File: config.mk
export PLATFORM = sky130hd
export DESIGN_NAME = lexical_tokenizer_core
export DESIGN_NICKNAME = d
export VERILOG_FILES = /design/src/hdl/lex_tok_pkg.sv /design/src/hdl/lexical_tokenizer_core.sv
export SDC_FILE = /design/constraint.sdc
export NUM_CORES = 1
export LEC_CHECK = 0
export ABC_AREA = 1
export BUFFER_PORTS_ARGS = -buffer_cell sky130_fd_sc_hd__buf_2
export CORE_MARGIN = 2
export CORE_UTILIZATION = 45
export CTS_CLUSTER_SIZE = 8
export DETAILED_ROUTE_END_ITERATION = 8
export REMOVE_ABC_BUFFERS = 1
export SETUP_SLACK_MARGIN = 0.05
export SYNTH_ARGS = -nofsm -noshare
export SYNTH_HDL_FRONTEND = slang
export SYNTH_SLANG_ARGS = --single-unit
File: constraint.sdc
create_clock -name clk -period 5.6 [get_ports clk]
set_input_delay 0.84 -clock clk [delete_from_list [all_inputs] [get_ports clk]]
set_output_delay 0.84 -clock clk [all_outputs]
set_load 0.03 [all_outputs]
File: src/hdl/lex_tok_pkg.sv
// package for the lexical tokenizer: payload structs, token kind codes,
// character classes and keyword match helpers
// no dependencies
`timescale 1ns / 1ps
`default_nettype none

package lex_tok_pkg;

    localparam int MAX_LEXEME_LEN = 128;
    localparam int POS_W          = 16;
    localparam int LEN_W          = 8;
    localparam int KIND_W         = 5;
    localparam int KW_COUNT       = 3;
    localparam int KW_MAX_CHARS   = 5;

    localparam logic [LEN_W-1:0] LEN_MAX = LEN_W'(MAX_LEXEME_LEN);

    // token kind codes
    localparam logic [KIND_W-1:0] KIND_IDENT     = 5'd0;
    localparam logic [KIND_W-1:0] KIND_IF        = 5'd1;
    localparam logic [KIND_W-1:0] KIND_ELSE      = 5'd2;
    localparam logic [KIND_W-1:0] KIND_WHILE     = 5'd3;
    localparam logic [KIND_W-1:0] KIND_INT       = 5'd4;
    localparam logic [KIND_W-1:0] KIND_FLOAT     = 5'd5;
    localparam logic [KIND_W-1:0] KIND_ASSIGN    = 5'd6;
    localparam logic [KIND_W-1:0] KIND_PLUS      = 5'd7;
    localparam logic [KIND_W-1:0] KIND_MINUS     = 5'd8;
    localparam logic [KIND_W-1:0] KIND_MUL       = 5'd9;
    localparam logic [KIND_W-1:0] KIND_DIV       = 5'd10;
    localparam logic [KIND_W-1:0] KIND_LPAREN    = 5'd11;
    localparam logic [KIND_W-1:0] KIND_RPAREN    = 5'd12;
    localparam logic [KIND_W-1:0] KIND_LBRACE    = 5'd13;
    localparam logic [KIND_W-1:0] KIND_RBRACE    = 5'd14;
    localparam logic [KIND_W-1:0] KIND_COMMA     = 5'd15;
    localparam logic [KIND_W-1:0] KIND_SEMICOLON = 5'd16;
    localparam logic [KIND_W-1:0] KIND_COMMENT   = 5'd17;
    localparam logic [KIND_W-1:0] KIND_ERROR     = 5'd18;
    localparam logic [KIND_W-1:0] KIND_NEWLINE   = 5'd19;

    // character codes
    localparam logic [7:0] CH_SPACE      = 8'h20;
    localparam logic [7:0] CH_TAB        = 8'h09;
    localparam logic [7:0] CH_NEWLINE    = 8'h0A;
    localparam logic [7:0] CH_UNDERSCORE = 8'h5F;
    localparam logic [7:0] CH_DOT        = 8'h2E;
    localparam logic [7:0] CH_SLASH      = 8'h2F;

    // keyword table: if, else, while
    localparam logic [7:0] KW_TEXT [KW_COUNT][KW_MAX_CHARS] = '{
        '{8'h69, 8'h66, 8'h00, 8'h00, 8'h00},
        '{8'h65, 8'h6C, 8'h73, 8'h65, 8'h00},
        '{8'h77, 8'h68, 8'h69, 8'h6C, 8'h65}
    };
    localparam logic [LEN_W-1:0] KW_LEN [KW_COUNT] = '{8'd2, 8'd4, 8'd5};
    localparam logic [KIND_W-1:0] KW_KIND [KW_COUNT] = '{KIND_IF, KIND_ELSE, KIND_WHILE};

    typedef struct packed {
        logic [7:0] char_code;
        logic       end_of_text;
    } char_item_t;

    typedef struct packed {
        logic [KIND_W-1:0] token_kind;
        logic [POS_W-1:0]  token_start;
        logic [LEN_W-1:0]  token_length;
        logic              last_of_run;
    } token_item_t;

    function automatic logic is_letter(input logic [7:0] c);
        return ((c >= 8'h61) && (c <= 8'h7A)) || ((c >= 8'h41) && (c <= 8'h5A));
    endfunction

    function automatic logic is_digit(input logic [7:0] c);
        return (c >= 8'h30) && (c <= 8'h39);
    endfunction

    function automatic logic [LEN_W-1:0] sat_inc(input logic [LEN_W-1:0] len);
        return (len < LEN_MAX) ? len + 1'b1 : LEN_MAX;
    endfunction

    // drop keyword candidates that do not match c at position idx
    function automatic logic [KW_COUNT-1:0] kw_next(input logic [KW_COUNT-1:0] m,
                                                    input logic [LEN_W-1:0]    idx,
                                                    input logic [7:0]          c);
        logic [KW_COUNT-1:0] r;
        logic                hit;
        r = m;
        for (int k = 0; k < KW_COUNT; k++) begin
            hit = 1'b0;
            if (idx < KW_LEN[k])
                hit = (KW_TEXT[k][idx[2:0]] == c);
            if (!hit)
                r[k] = 1'b0;
        end
        return r;
    endfunction

    function automatic logic [KIND_W-1:0] word_kind(input logic [KW_COUNT-1:0] m,
                                                    input logic [LEN_W-1:0]    len);
        logic [KIND_W-1:0] kind;
        kind = KIND_IDENT;
        for (int k = KW_COUNT - 1; k >= 0; k--) begin
            if (m[k] && (len == KW_LEN[k]))
                kind = KW_KIND[k];
        end
        return kind;
    endfunction

    function automatic logic [KIND_W-1:0] symbol_kind(input logic [7:0] c);
        logic [KIND_W-1:0] kind;
        case (c)
            8'h3D:      kind = KIND_ASSIGN;
            8'h2B:      kind = KIND_PLUS;
            8'h2D:      kind = KIND_MINUS;
            8'h2A:      kind = KIND_MUL;
            8'h28:      kind = KIND_LPAREN;
            8'h29:      kind = KIND_RPAREN;
            8'h7B:      kind = KIND_LBRACE;
            8'h7D:      kind = KIND_RBRACE;
            8'h2C:      kind = KIND_COMMA;
            8'h3B:      kind = KIND_SEMICOLON;
            CH_NEWLINE: kind = KIND_NEWLINE;
            default:    kind = KIND_ERROR;
        endcase
        return kind;
    endfunction

    function automatic token_item_t make_token(input logic [KIND_W-1:0] kind,
                                               input logic [POS_W-1:0]  start,
                                               input logic [LEN_W-1:0]  len);
        token_item_t t;
        t.token_kind   = kind;
        t.token_start  = start;
        t.token_length = len;
        t.last_of_run  = 1'b0;
        return t;
    endfunction

endpackage

`default_nettype wire

File: src/hdl/lexical_tokenizer_core.sv
// lexical tokenizer top level: byte scanner state machine and token output queue
// depends on lex_tok_pkg
//
//  channel  | direction | payload        | transfer
//  ---------+-----------+----------------+----------------------------------
//  char     | in        | char_item_t    | one source byte, last-byte flag
//  token    | out       | token_item_t   | one token: kind, start, length
//
// one byte is scanned per cycle; a byte that causes no token or one token is
// taken every cycle while the token side keeps up
// a byte that causes two tokens holds the char side until the first one leaves:
// the two-entry token queue drains one token per cycle with token_ready high
// reset clears the scanner to idle, position 0, and empties the queue
// char_ready drops while the token queue holds two tokens, or holds one token
// that cannot leave this cycle
`timescale 1ns / 1ps
`default_nettype none

module lexical_tokenizer_core
    import lex_tok_pkg::*;
(
    input  wire             clk,
    input  wire             rst_n,
    input  wire             char_valid,
    output logic            char_ready,
    input  wire char_item_t char_item,
    output logic            token_valid,
    input  wire             token_ready,
    output token_item_t     token_item
);

    typedef enum logic [4:0] {
        MODE_IDLE    = 5'b00001,
        MODE_WORD    = 5'b00010,
        MODE_NUMBER  = 5'b00100,
        MODE_SLASH   = 5'b01000,
        MODE_COMMENT = 5'b10000
    } scan_mode_t;

    // scanner state
    scan_mode_t          mode_reg,   mode_next;
    logic [POS_W-1:0]    start_reg,  start_next;
    logic [LEN_W-1:0]    len_reg,    len_next;
    logic [KW_COUNT-1:0] kwm_reg,    kwm_next;
    logic                dot_reg,    dot_next;
    logic [POS_W-1:0]    pos_reg,    pos_next;

    // token queue
    token_item_t         tok0_reg,   tok0_next;
    token_item_t         tok1_reg,   tok1_next;
    logic [1:0]          cnt_reg,    cnt_next;

    logic                char_fire;
    logic                pop;
    logic [7:0]          c;

    // closing token of the open lexeme, a one-byte symbol, end-of-text flush
    token_item_t         tok_a, tok_b, tok_c;
    logic                a_v, b_v, c_v;
    logic                run_idle;

    token_item_t         first_tok, second_tok;
    logic [1:0]          n_tok;

    assign c           = char_item.char_code;
    assign token_valid = (cnt_reg != 2'd0);
    assign token_item  = tok0_reg;
    assign pop         = token_valid && token_ready;
    // room for two tokens once the queue head leaves
    assign char_ready  = (cnt_reg == 2'd0) || ((cnt_reg == 2'd1) && token_ready);
    assign char_fire   = char_valid && char_ready;

    // scanner next state and tokens caused by the current byte
    always_comb
    begin
        mode_next  = mode_reg;
        start_next = start_reg;
        len_next   = len_reg;
        kwm_next   = kwm_reg;
        dot_next   = dot_reg;
        pos_next   = pos_reg;
        tok_a      = make_token(KIND_ERROR, start_reg, len_reg);
        tok_b      = make_token(KIND_ERROR, pos_reg, 8'd1);
        tok_c      = make_token(KIND_ERROR, start_reg, len_reg);
        a_v        = 1'b0;
        b_v        = 1'b0;
        c_v        = 1'b0;
        run_idle   = 1'b0;

        unique case (mode_reg)
            MODE_WORD:
            begin
                if (is_letter(c) || is_digit(c) || (c == CH_UNDERSCORE))
                begin
                    kwm_next = kw_next(kwm_reg, len_reg, c);
                    len_next = sat_inc(len_reg);
                end
                else
                begin
                    tok_a    = make_token(word_kind(kwm_reg, len_reg), start_reg, len_reg);
                    a_v      = 1'b1;
                    run_idle = 1'b1;
                end
            end
            MODE_NUMBER:
            begin
                if (is_digit(c))
                    len_next = sat_inc(len_reg);
                else if ((c == CH_DOT) && !dot_reg)
                begin
                    dot_next = 1'b1;
                    len_next = sat_inc(len_reg);
                end
                else if (is_letter(c))
                begin
                    // the letter joins the error token and also opens a word
                    tok_a    = make_token(KIND_ERROR, start_reg, sat_inc(len_reg));
                    a_v      = 1'b1;
                    run_idle = 1'b1;
                end
                else
                begin
                    tok_a    = make_token(dot_reg ? KIND_FLOAT : KIND_INT, start_reg, len_reg);
                    a_v      = 1'b1;
                    run_idle = 1'b1;
                end
            end
            MODE_SLASH:
            begin
                if (c == CH_SLASH)
                begin
                    mode_next = MODE_COMMENT;
                    len_next  = 8'd2;
                end
                else
                begin
                    tok_a    = make_token(KIND_DIV, start_reg, 8'd1);
                    a_v      = 1'b1;
                    run_idle = 1'b1;
                end
            end
            MODE_COMMENT:
            begin
                len_next = sat_inc(len_reg);
                if (c == CH_NEWLINE)
                begin
                    tok_a     = make_token(KIND_COMMENT, start_reg, len_next);
                    a_v       = 1'b1;
                    mode_next = MODE_IDLE;
                end
            end
            default:
                run_idle = 1'b1;
        endcase

        // idle scan: skip a blank, start a lexeme or emit a one-byte token
        if (run_idle)
        begin
            mode_next = MODE_IDLE;
            if ((c == CH_SPACE) || (c == CH_TAB))
                mode_next = MODE_IDLE;
            else if (is_letter(c))
            begin
                mode_next  = MODE_WORD;
                start_next = pos_reg;
                kwm_next   = kw_next({KW_COUNT{1'b1}}, '0, c);
                len_next   = 8'd1;
            end
            else if (is_digit(c) || (c == CH_DOT))
            begin
                mode_next  = MODE_NUMBER;
                start_next = pos_reg;
                len_next   = 8'd1;
                dot_next   = (c == CH_DOT);
            end
            else if (c == CH_SLASH)
            begin
                mode_next  = MODE_SLASH;
                start_next = pos_reg;
                len_next   = 8'd1;
            end
            else
            begin
                tok_b = make_token(symbol_kind(c), pos_reg, 8'd1);
                b_v   = 1'b1;
            end
        end

        // end of text closes whatever lexeme is open
        if (char_item.end_of_text)
        begin
            unique case (mode_next)
                MODE_WORD:
                begin
                    tok_c = make_token(word_kind(kwm_next, len_next), start_next, len_next);
                    c_v   = 1'b1;
                end
                MODE_NUMBER:
                begin
                    tok_c = make_token(dot_next ? KIND_FLOAT : KIND_INT, start_next, len_next);
                    c_v   = 1'b1;
                end
                MODE_SLASH:
                begin
                    tok_c = make_token(KIND_DIV, start_next, 8'd1);
                    c_v   = 1'b1;
                end
                MODE_COMMENT:
                begin
                    tok_c = make_token(KIND_COMMENT, start_next, len_next);
                    c_v   = 1'b1;
                end
                default:
                    c_v = 1'b0;
            endcase
            mode_next = MODE_IDLE;
            pos_next  = '0;
        end
        else
            pos_next = pos_reg + 1'b1;
    end

    // order the tokens: symbol and flush never come from the same byte
    always_comb
    begin
        second_tok = b_v ? tok_b : tok_c;
        if (a_v)
        begin
            first_tok = tok_a;
            n_tok     = (b_v || c_v) ? 2'd2 : 2'd1;
        end
        else
        begin
            first_tok = b_v ? tok_b : tok_c;
            n_tok     = (b_v || c_v) ? 2'd1 : 2'd0;
        end
        first_tok.last_of_run  = (n_tok == 2'd1);
        second_tok.last_of_run = 1'b1;
    end

    // token queue: head is presented, the second entry moves up on a transfer
    always_comb
    begin
        cnt_next  = cnt_reg;
        tok0_next = tok0_reg;
        tok1_next = tok1_reg;
        if (pop)
        begin
            if (cnt_reg == 2'd2)
            begin
                tok0_next = tok1_reg;
                cnt_next  = 2'd1;
            end
            else
                cnt_next = 2'd0;
        end
        if (char_fire && (n_tok != 2'd0))
        begin
            tok0_next = first_tok;
            tok1_next = second_tok;
            cnt_next  = n_tok;
        end
    end

    always_ff @(posedge clk or negedge rst_n)
    begin
        if (!rst_n)
        begin
            mode_reg  <= MODE_IDLE;
            start_reg <= '0;
            len_reg   <= '0;
            kwm_reg   <= {KW_COUNT{1'b1}};
            dot_reg   <= 1'b0;
            pos_reg   <= '0;
            cnt_reg   <= 2'd0;
        end
        else
        begin
            cnt_reg <= cnt_next;
            if (char_fire)
            begin
                mode_reg  <= mode_next;
                start_reg <= start_next;
                len_reg   <= len_next;
                kwm_reg   <= kwm_next;
                dot_reg   <= dot_next;
                pos_reg   <= pos_next;
            end
        end
    end

    // token payload, no reset needed
    always_ff @(posedge clk)
    begin
        tok0_reg <= tok0_next;
        tok1_reg <= tok1_next;
    end

endmodule

`default_nettype wire

Yosys cells after proc, flatten, opt, wreduce, memory -nomap -nowiden
Memories as Yosys holds them, arrays and structs flattened.
Index checks and enable logic that the tools add are counted.
{"block": "totals", "regBits": 110, "rom_bits": 192, "input_bits": 13, "elab_cells": 214, "n_memories": 3}
{"memory": "(name not given)", "depth": 8, "word_bits": 8, "read_ports": 1, "rd_ports_with_merged_regs": 0, "wr": 0, "line": "lex_tok_pkg.sv:91", "rtl": "hit = (KW_TEXT[k][idx[2:0]] == c);"}
{"memory": "(name not given)", "depth": 8, "word_bits": 8, "read_ports": 1, "rd_ports_with_merged_regs": 0, "wr": 0, "line": "lex_tok_pkg.sv:91"}
{"memory": "(name not given)", "depth": 8, "word_bits": 8, "read_ports": 1, "rd_ports_with_merged_regs": 0, "wr": 0, "line": "lex_tok_pkg.sv:91"}
{"block": "classes", "add_sub_neg": 2, "magnitude_cmp": 11, "eq_ne": 39, "n_mux": 115, "n_bitwise": 1, "reduce_logical": 29}
{"operator": "$mux W30", "n": 16}
{"operator": "$pmux W30 S4", "n": 2}
{"operator": "$mux W8", "n": 16}
{"operator": "$mux W16", "n": 6}
{"operator": "$eq A8 B6 Y1 const B", "n": 11}
{"operator": "$pmux W5 S11", "n": 1}
{"operator": "$mux W1", "n": 46}
{"operator": "$mux W5", "n": 8}
{"operator": "$eq A8 B3 Y1 const B", "n": 4}
{"operator": "$pmux W8 S4", "n": 1}
{"operator": "$mux W27", "n": 1}
{"operator": "$eq A7 B8 Y1 const A", "n": 3}
{"operator": "$eq A8 B7 Y1 const B", "n": 3}
{"operator": "$eq A8 B8 Y1", "n": 3}
{"operator": "$add A16 B1 Y16 const B", "n": 1}
{"operator": "$eq A8 B2 Y1 const B", "n": 2}
{"operator": "$eq A8 B4 Y1 const B", "n": 2}
{"operator": "$ge A8 B7 Y1 const B", "n": 2}
{"operator": "$le A8 B7 Y1 const B", "n": 2}
{"operator": "$lt A8 B3 Y1 const B", "n": 2}
{"operator": "$mux W4", "n": 4}
{"operator": "$mux W3", "n": 5}
{"operator": "$logic_and A1 B1 Y1", "n": 14}
{"operator": "$mux W2", "n": 6}
{"operator": "other kinds (21)", "n": 36}

Logic depth before layout (Yosys ltp)
Gate-level depths: netlist (run 1).
{"block": "depth", "depth_word": 23, "depth_mapped": 25}

Least setup slack after synthesis (run 1)
No wires, ideal clock.
{"block": "synth_timing", "kind": "input to register", "startpoint": "input port char_item[2] in the netlist's numbering", "endpoint": "register tok0_reg, in the netlist token_item[0], enable pin", "setup_ps": 388, "arrival_time_ps": 5044, "path_slack_ps": 168, "stages": 21, "cell_sequence": "buf_4 -> nor2_1 -> nand2_1 -> nand2_1 -> nand2_1 -> nand2_2 -> nand3_4 -> nand2_2 -> nor2_4 -> nor2_2 -> a21oi_4 -> nand3_4 -> o21ai_2 -> nand2_2 -> buf_6 -> inv_1 -> ha_1 -> nor2_1 -> inv_1 -> clkbuf_1 -> nand2_1"}
{"block": "synth_via", "elab_chain_len": 19, "elab_cells_between_ends": 56, "cone_classes": "6 x order compare; 10 x eq/ne; 24 x mux; 16 x reduce/logical"}
{"item": "from (decl)", "line": "lexical_tokenizer_core.sv:26", "rtl": "input wire char_item_t char_item,"}
{"item": "$ge A8 B7 Y1 / $le A8 B7 Y1 (equally long branches)", "line": "lex_tok_pkg.sv:70", "rtl": "return ((c >= 8'h61) && (c <= 8'h7A)) || ((c >= 8'h41) && (c <= 8'h5A));"}
{"item": "$logic_and A1 B1 Y1", "line": "lex_tok_pkg.sv:70"}
{"item": "$logic_or A1 B1 Y1", "line": "lex_tok_pkg.sv:70"}
{"item": "$logic_or A1 B1 Y1 (2 in series)", "line": "lexical_tokenizer_core.sv:93", "rtl": "if (is_letter(c) || is_digit(c) || (c == CH_UNDERSCORE))"}
{"item": "$mux W1", "line": "lexical_tokenizer_core.sv:93"}
{"item": "$pmux W1 S4", "line": "lexical_tokenizer_core.sv:90", "rtl": "unique case (mode_reg)"}
{"item": "$mux W5", "line": "lexical_tokenizer_core.sv:157", "rtl": "if (run_idle)"}
{"item": "$eq A5 B5 Y1, or another cell as far along", "line": "lexical_tokenizer_core.sv:192", "rtl": "unique case (mode_next)"}
{"item": "[... 2 more ...]"}
{"item": "$mux W1", "line": "lexical_tokenizer_core.sv:190", "rtl": "if (char_item.end_of_text)"}
{"item": "$logic_or A1 B1 Y1", "line": "lexical_tokenizer_core.sv:230, lexical_tokenizer_core.sv:235"}
{"item": "$mux W1 / $mux W2 (equally long branches)", "line": "lexical_tokenizer_core.sv:235, lexical_tokenizer_core.sv:230"}
{"item": "$mux W2 *", "line": "lexical_tokenizer_core.sv:227", "rtl": "if (a_v)"}
{"item": "$reduce_bool A2 Y1 *", "line": "lexical_tokenizer_core.sv:257", "rtl": "if (char_fire && (n_tok != 2'd0))"}
{"item": "$logic_and A1 B1 Y1 *", "line": "lexical_tokenizer_core.sv:257"}
{"item": "$reduce_bool A2 Y1 (no source line)"}
{"item": "$reduce_and A2 Y1 (no source line) *"}
{"item": "to (signal assigned)", "line": "lexical_tokenizer_core.sv:295", "rtl": "tok0_reg <= tok0_next;"}
{"item": "to (decl)", "line": "lexical_tokenizer_core.sv:49", "rtl": "token_item_t tok0_reg, tok0_next;"}
Mark *: on every way between the ends. The rest lies on a longest branch, timed or not.
A chain may end at the register's enable or synchronous reset.

==> results of run 1 <==
-- per-layer routing --
layer	share of wire	track usage	up-vias
met4	0.014	0.0666	0
li1	-	-	3068
met2	0.43	0.337	162
met5	0	0	-
met1	0.51	0.333	2795
met3	0.046	0.0363	19
-- per-stage QoR --
step | cell area, um2 | worst slack, ps | setup TNS, ps | instances | hold slack (ps)
after floorplan | 6730 | -927 | -32700 | 858 | 456
after global placement | 7280 | 1550 | 0 | 1102 | 477
after detailed placement | 7280 | 1460 | 0 | 1102 | 488
after CTS | 7560 | 1850 | 0 | 1118 | 501
after global routing | 7560 | 1470 | 0 | 1118 | 514
final | 7560 | 1850 | 0 | 1118 | 501
-- cells in the final DEF, fill, tap and decap left out, types with 7 or more instances in the layout --
cell type and count:
a21oi_4 9, o21ai_0 88, o21ai_2 19, dfrtp_1 47
inv_1 94, nand2_2 7, o21ai_1 29, nand3_1 35
a21oi_1 56, clkbuf_16 9, buf_2 44, nand2_1 216
edfxtp_1 59, ha_1 10, nand4_1 15, buf_4 12
inv_2 12, nor3_1 18, nor2_1 86, o22ai_1 9
-- cell usage after synthesis, drive strengths merged --
| master | number | area [um2] |
|---|---|---|
| nand4 | 15 | 93.8 |
| nand3 | 41 | 265 |
| clkinv | 1 | 3.75 |
| o31ai | 2 | 15.0 |
| o22ai | 9 | 56.3 |
| a21boi | 1 | 7.51 |
| o21ai | 136 | 752 |
| xnor2 | 1 | 8.76 |
| buf | 12 | 98.8 |
| inv | 107 | 402 |
| a32o | 1 | 10.0 |
| a21oi | 65 | 427 |
| ha | 10 | 125 |
| clkbuf | 20 | 75.1 |
| a211oi | 2 | 15.0 |
| edfxtp | 59 | 1770 |
| nor3 | 20 | 110 |
| nor4 | 2 | 12.5 |
| dfrtp | 47 | 1180 |
| dfstp | 4 | 105 |
| nand2 | 224 | 866 |
| nor3b | 1 | 7.51 |
| nand3b | 1 | 7.51 |
| nor2 | 97 | 409 |
| o21a | 1 | 7.51 |
| a22oi | 3 | 22.5 |
| a41oi | 1 | 8.76 |
| a31oi | 5 | 31.3 |
| xor2 | 1 | 8.76 |
| or2 | 1 | 6.26 |
-- worst max path at each step --
stage,cells past startpoint,startpoint,slack [ps],to
floorplan,20,char_item[5],-930,token_item[0]$_SDFFCE_PN1P_
global placement,18,char_item[3],1550,token_item[1]$_DFFE_PP_
detailed placement,23,char_item[3],1460,token_item[22]$_DFFE_PP_
CTS,23,char_item[3],1850,token_item[22]$_DFFE_PP_
global route,23,char_item[3],1470,token_item[22]$_DFFE_PP_
finish,15,char_item[3],1850,token_item[22]$_DFFE_PP_
-- logic make-up after synthesis --
family                   Yosys count  synth area share
AND/OR/NAND/NOR                  402             0.257
XOR/XNOR                           2           0.00254
buffers and inverters            140            0.0839
flip-flops                       110             0.442
adder cells (fa/ha/maj)           10            0.0181
AO/OA/AOI/OAI                    226             0.196
-- final cells by class --
class | count | area (um2)
Timing Repair Buffer | 56 | 310
Fill cell | 1452 | 7530
Multi-Input combinational cell | 640 | 3280
Sequential cell | 110 | 3050
Clock inverter | 4 | 31.3
Inverter | 108 | 405
Clock buffer | 12 | 246
Tap cell | 188 | 235
-- report_power, final --
part | switching (mW) | internal (mW) | total, mW
clock | 0.306 | 0.319 | 0.625
sequential | 0.0391 | 0.956 | 0.995
combinational | 0.343 | 0.132 | 0.475
total | 0.688 | 1.41 | 2.10
==> impl_metrics.csv, run 1 <==
group,metric,value,unit
setup_path,timing.rr.start,"mode_reg[2]$_DFFE_PN0P_",
run,cap_violations,0,
setup_path,crit_family,"simple AND/OR/NAND/NOR gates",
setup_path,cp_slowest_cell,"nand3_1",
cts,cts_resized,0,
place,dp_hpwl,12400,um
cts,cts_sinks,110,
setup_path,cp.arrival,3870,ps
global_route,grt_pass1_vias,5398,
finish,synthToLayoutAreaGrowth,9.51,%
sta,fin_crit,3750,ps
sta,tightest_slew,897,ps
floorplanning,num_rows,45,
setup_path,r2r.worst_path.cells,21,
setup_path,reg2reg_to,"token_item[22]$_DFFE_PP_",
sta,hold_viol_final,0,
cts,ctsRootBufferMaster,"clkbuf_16",
cts,ctsLongestPathBuffers,2,
worst_hold_path,hold_path_end,"pos_reg[6]$_DFFE_PN0P_",
setup_path,cp_common_cell,"nor2_1",
place,io_buffers,44,
cts,numCtsBuffers,9,
pwr,leakage,3.25,nW
setup_path,cp-end-kind,"flop",
cts,cts_setup_buffers,0,
logic_synthesis,ys_types,45,
setup_path,crit_path_max_incr_delay,660,ps
pwr,p_total,2.10,mW
floorplanning,die_area,16400,um2
setup_path,start_kind,"input port",
global_route,grt_max_degree,52,
cts,path_clk_slew,80,ps
worst_hold_path,min-delay-start,"pos_reg[6]$_DFFE_PN0P_",
setup_path,crit_fanout,25,
detailed_routing,remaining_drc_errors,0,
worst_hold_path,holdPathStages,1,
logic_synthesis,syn_inst,890,
finish,diodes,0,
detailed_routing,vias,6044,
global_route,antenna_found_initial,0,
global_route,grtUsageTotal,0.224,
detailed_routing,drt_wl_total,17600,um
worst_hold_path,holdCritPathClass,"flop to flop",
detailed_routing,routed_via_density,5.41,
setup_path,critPathRequiredTime,5720,ps
setup_path,reg2reg_slack,2000,ps
floorplanning,start_util,0.458,
sta,setup_viol,0,
sta,fin_crit_sh,0.669,
global_route,grt_pass1_wl,28600,um
logic_synthesis,synth_seq_cells,110,
finish,final_util,0.501,
pwr,vdd_drop_max,0.162,mV
global_route,overflow,0,
detailed_routing,drtAntennaViolNets,0,
floorplanning,die_x,128,um
sta,slew_violations,0,
run_status,status,"finished clean",
floorplanning,die_h,128,um
pwr,power_density,277,nW/um2
logic_synthesis,yosysWarnings,0,
place,gp_congestion,0.938,
logic_synthesis,syn_avg_cell_area,7.76,um2
cts,clk_latency,360,ps
cts,cts_tree,"built",
setup_path,crit_chain,"buf_2, nor2_1, nor2_1, nor2_1, nor2_2, nand3_4, nand3_4, nand3_1, buf_4, nand2_1, o21ai_0, a21oi_4, o21ai_2, o21ai_1, nand2_1",
finish,largest_reg_flops,30,
sta,slew_headroom,0.400,
setup_path,crit_type,"input port to flop",
floorplanning,pin_count,45,
detailed_routing,first_iter_violations,520,
sta,worst_clock_skew,7.52,ps
floorplanning,coreArea,15100,um2
setup_path,path_buf_inv,2,
finish,drive_above_1_share,0.153,
cts,htreeDepth,3,
detailed_routing,firstDrtPassIters,7,
finish,nNetsFinal,948,
detailed_routing,wl_per_cell,15.7,um
cts,holdBufCountCts,0,
sta,fmax,267,MHz
logic_synthesis,ys_seq_area_frac,0.442,
sta,rsz0062_at_grt,"false",
logic_synthesis,synth.cell_area,6910,um2
No activity file was read; power rests on OpenSTA's default activity.
==> run 2, diff against run 1 <==
clock period = 3.7 ns   (was 5.6 ns; I/O delays follow)
==> impl_metrics.csv, run 2 (synthesized netlist as in run 1, its figures left out) <==
group,metric,value,unit
sta,finalSetupTns,0,ps
cts,cts_resized,0,
run_status,status,"finished clean",
cts,cts_sinks,110,
detailed_routing,drt_wl_total,18500,um
setup_path,cp-startpoint,"mode_reg[2]$_DFFE_PN0P_",
sta,slew_headroom,0.397,
floorplanning,die_h,128,um
setup_path,crit_type,"flop to flop",
detailed_routing,remaining_drc_errors,0,
sta,fmax,298,MHz
floorplanning,die_area,16400,um2
floorplanning,num_rows,45,
cts,numCtsBuffers,9,
finish,synthToLayoutAreaGrowth,11.9,%
sta,whs,313,ps
pwr,vdd_drop_max,0.250,mV
finish,diodes,0,
setup_path,reg2reg_slack,350,ps
setup_path,critPathRequiredTime,3820,ps
global_route,grtUsageTotal,0.235,
finish,drive_above_1_share,0.167,
floorplanning,pin_count,45,
sta,fin_crit,3350,ps
detailed_routing,firstDrtPassIters,5,
floorplanning,start_util,0.458,
place,io_buffers,44,
global_route,overflow,0,
cts,ctsRootBufferMaster,"clkbuf_16",
global_route,antenna_found_initial,0,
finish,layout_commonest_cell,"nand2_1",
sta,rsz0062_at_grt,"false",
cts,htreeDepth,3,
floorplanning,die_x,128,um
setup_path,timing.rr.start,"mode_reg[2]$_DFFE_PN0P_",
global_route,grt_pass1_wl,30000,um
sta,tightest_slew,905,ps
floorplanning,coreArea,15100,um2
detailed_routing,vias,6079,
cts,cts_tree,"built",
cts,holdBufCountCts,0,
cts,path_clk_slew,80,ps
global_route,grt_max_degree,48,
sta,fin_crit_sh,0.906,
sta,setup_viol,0,
sta,worst_clock_skew,12.1,ps
cts,ctsLongestPathBuffers,2,
pwr,power_density,423,nW/um2
finish,multi_input_area,3280,um2
finish,mostFrequentLayoutCells,"216 x nand2_1, 94 x inv_1, 88 x o21ai_0",
cts,clk_latency,370,ps
setup_path,cp-end-kind,"flop",
finish,largest_reg_flops,30,
global_route,grt_pass1_vias,5703,
finish,nNetsFinal,963,
sta,slew_violations,0,
pwr,leakage,3.33,nW
finish,stdcell_count,1133,
worst_hold_path,holdCritPathClass,"input port to async pin",
setup_path,cp.arrival,3470,ps
detailed_routing,first_iter_violations,603,
place,gp_congestion,0.972,
detailed_routing,routed_via_density,5.37,
sta,hold_viol_final,0,
finish,nFillCells,1473,
cts,cts_setup_buffers,0,
place,dp_hpwl,13200,um
place,dp_cells,1117,
detailed_routing,wl_per_cell,16.3,um
setup_path,crit_fanout,24,
detailed_routing,drtAntennaViolNets,0,
run,cap_violations,0,
setup_path,start_kind,"flop",
finish,seqCellArea,3050,um2
run 2: cell types whose count changed in the layout (fill, tap and decap cells not counted), sizes merged:
cell / change
buf: +15
clkinvlp: +2
clkbuf: -1
bufinv: +1
inv: -1
clkinv: -1
run 2: layout make-up:
cell class | instances | share of cell area
clock buffer | 11 | 0.0301
clock inverter | 5 | 0.00858
inverter | 108 | 0.0530
multi-input combinational | 640 | 0.425
sequential | 110 | 0.395
tap | 188 | 0.0305
timing repair buffer | 71 | 0.0580
run 2: worst paths after layout:
check | cells after the start | to
max in group asynchronous | 2 | mode_reg[0]$_DFFE_PN1P_
min | 1 | start_reg[12]$_DFFE_PN0P_
max | 20 | token_item[9]$_DFFE_PP_
min in group clk | 2 | cnt_reg[1]$_DFFE_PN0P_
max reg2reg | 20 | token_item[9]$_DFFE_PP_
min reg2reg | 2 | kwm_reg[1]$_DFFE_PN1P_
run 2: routing by layer:
layer  wire length, um  vias up  track usage  part of all wire
li1                  -     3080            -                 -
met5                 0        -            0                 0
met4               307        0       0.0853             0.017
met3               934       19       0.0238             0.051
met1              9100     2788        0.347              0.49
met2              8110      192        0.359              0.44
run 2: through the flow:
stage / cell area (um2) / power [mW] / util / setup WS (ps)
after floorplan: 6730 / 2.03 / - / -2540
after global placement: 7420 / 2.28 / 0.492 / 171
after detailed placement: 7420 / 2.28 / 0.492 / 116
after CTS: 7720 / 3.29 / 0.512 / 314
after global routing: 7720 / 3.43 / 0.512 / 92.9
final: 7720 / 3.26 / 0.512 / 347
run 2: critical path: stages, from the launching register on:
cell and delay [ps]:
dfrtp_1 450, nor2_1 150, nand3_1 220, nand3_1 180, nor2_1 90, inv_2 120, nand2_2 90, nor2_4 180
nor2_2 90, a21oi_4 200, nand3_4 100, o21ai_2 150, nand2_2 70, inv_1 60, ha_1 180, nor2_4 60
clkinvlp_4 190, buf_4 310, a21oi_1 70, o21ai_1 100, nand2_1 60
run 2: power breakdown:
group	switching, mW	internal [mW]
sequential	0.0587	1.45
combinational	0.535	0.220
clock	0.469	0.535
==> run 3, diff against run 2 <==
RECOVER_POWER = 100   (was unset)
==> impl_metrics.csv, run 3 (synthesized netlist as in run 1, its figures left out) <==
group,metric,value,unit
run_status,status,"finished with violations",
run_status,violations,"max-capacitance violations, max-slew violations",
cts,holdBufCountCts,0,
floorplanning,start_util,0.458,
cts,clk_latency,370,ps
finish,final_util,0.504,
cts,path_clk_slew,70,ps
sta,worst_clock_skew,13.7,ps
pwr,vdd_drop_max,0.251,mV
sta,fmax,289,MHz
detailed_routing,first_iter_violations,597,
floorplanning,coreArea,15100,um2
pwr,power_density,426,nW/um2
finish,layout_commonest_cell,"nand2_1",
setup_path,start_kind,"flop",
finish,multi_input_area,3230,um2
floorplanning,die_x,128,um
floorplanning,die_h,128,um
run,cap_violations,2,
floorplanning,die_area,16400,um2
sta,setup_slack,236,ps
detailed_routing,drt_wl_total,18500,um
global_route,grtUsageTotal,0.235,
sta,fin_crit_sh,0.936,
sta,tightest_slew,2170,ps
place,dp_hpwl,13200,um
setup_path,cp-end-kind,"flop",
place,pre_cts_slack,116,ps
setup_path,crit_fanout,16,
finish,mostFrequentLayoutCells,"216 x nand2_1, 119 x o21ai_0, 94 x inv_1",
setup_path,cp.arrival,3580,ps
global_route,grt_pass1_wl,30000,um
sta,setup_viol,0,
cts,ctsRootBufferMaster,"clkbuf_16",
cts,cts_sinks,110,
place,io_buffers,44,
place,dp_cells,1117,
cts,cts_tree,"built",
setup_path,crit_type,"flop to flop",
finish,seqCellArea,3050,um2
finish,fin_area,7610,um2
cts,ctsLongestPathBuffers,2,
finish,nNetsFinal,963,
detailed_routing,firstDrtPassIters,5,
global_route,antenna_found_initial,0,
global_route,grt_max_degree,48,
detailed_routing,drtAntennaViolNets,0,
finish,drive_above_1_share,0.114,
sta,slew_headroom,-0.446,
sta,fin_crit,3460,ps
cts,htreeDepth,3,
global_route,overflow,0,
sta,slew_violations,85,
sta,rsz0062_at_grt,"false",
finish,diodes,0,
place,gp_congestion,0.972,
finish,largest_reg_flops,30,
global_route,grt_pass1_vias,5703,
cts,numCtsBuffers,9,
sta,whs,418,ps
worst_hold_path,holdCritPathClass,"input port to flop",
detailed_routing,routed_via_density,5.40,
detailed_routing,wl_per_cell,16.4,um
finish,synthToLayoutAreaGrowth,10.2,%
finish,nFillCells,1508,
place,place_area,7420,um2
sta,hold_viol_final,0,
setup_path,critPathRequiredTime,3810,ps
detailed_routing,remaining_drc_errors,0,
floorplanning,num_rows,45,
floorplanning,pin_count,45,
pwr,leakage,3.20,nW
detailed_routing,vias,6122,
finish,stdcell_count,1133,
## run 3: cell types whose count changed in the layout (fill, tap and decap cells not counted), moves of 2 or more
| cell | delta |
|---|---|
| clkbuf_1 | +36 |
| buf_2 | -33 |
| o21ai_0 | +31 |
| o21ai_1 | -20 |
| o21ai_2 | -11 |
| buf_4 | -7 |
| clkbuf_2 | +3 |
| nor2_1 | +2 |
| nor2_2 | -2 |
## run 3: cell type report
class / count / share of cell area
well taps: 188 / 0.0309
clock inverters: 5 / 0.00871
flip-flops and latches: 110 / 0.401
inverters: 108 / 0.0538
clock buffers: 11 / 0.0306
repair buffers: 71 / 0.0498
multi-input cells: 640 / 0.425
## run 3: power by group
part	total (mW)	internal, mW	switching [mW]	leakage [nW]
Sequential	1.51	1.45	0.0604	1.25
Combinational	0.722	0.197	0.525	1.81
Clock	1.01	0.535	0.474	0.142
Total	3.24	2.18	1.06	3.20
## run 3: per-stage QoR
stage,total power [mW],setup TNS (ps)
after floorplan,2.03,-145470
after global placement,2.28,0
after detailed placement,2.28,0
after CTS,3.29,0
after global routing,3.39,0
final,3.24,0
## run 3: routing by layer
| metal | up-vias | track usage | part of all wire | wire, um |
|---|---|---|---|---|
| li1 | 3079 | - | - | - |
| met1 | 2836 | 0.347 | 0.50 | 9340 |
| met2 | 184 | 0.359 | 0.43 | 8060 |
| met3 | 23 | 0.0238 | 0.043 | 794 |
| met4 | 0 | 0.0853 | 0.018 | 339 |
| met5 | - | 0 | 0 | 0 |
## run 3: critical path, stage by stage, from the launching register on
cell	delay, ps
dfrtp_1	450
nor2_1	150
nand3_1	230
nand3_1	190
nor2_1	90
inv_2	120
nand2_2	100
nor2_4	180
nor2_2	90
a21oi_4	200
nand3_4	100
buf_4	180
nor2_1	220
nor2_4	60
buf_4	250
a21oi_1	160
o21ai_0	130
o21ai_0	230
nand2_1	70
## run 3: timing repair
action,in CTS,in global routing
setup buffers,0,0
gates resized for setup,0,1
setup endpoints to repair,0,2
## run 3: final timing paths
path                       slack [ps]  cells after the start                        end                     from
hold / removal                    420                      2     cnt_reg[1]$_DFFE_PN0P_              token_ready
setup / recovery                  240                     18    token_item[9]$_DFFE_PP_  mode_reg[2]$_DFFE_PN0P_
min in group asynchronous         820                      1  start_reg[12]$_DFFE_PN0P_                    rst_n
setup reg to reg                  240                     18    token_item[9]$_DFFE_PP_  mode_reg[2]$_DFFE_PN0P_
max in group asynchronous        1180                      2    mode_reg[2]$_DFFE_PN0P_                    rst_n
hold reg to reg                   500                      1     pos_reg[6]$_DFFE_PN0P_   pos_reg[6]$_DFFE_PN0P_
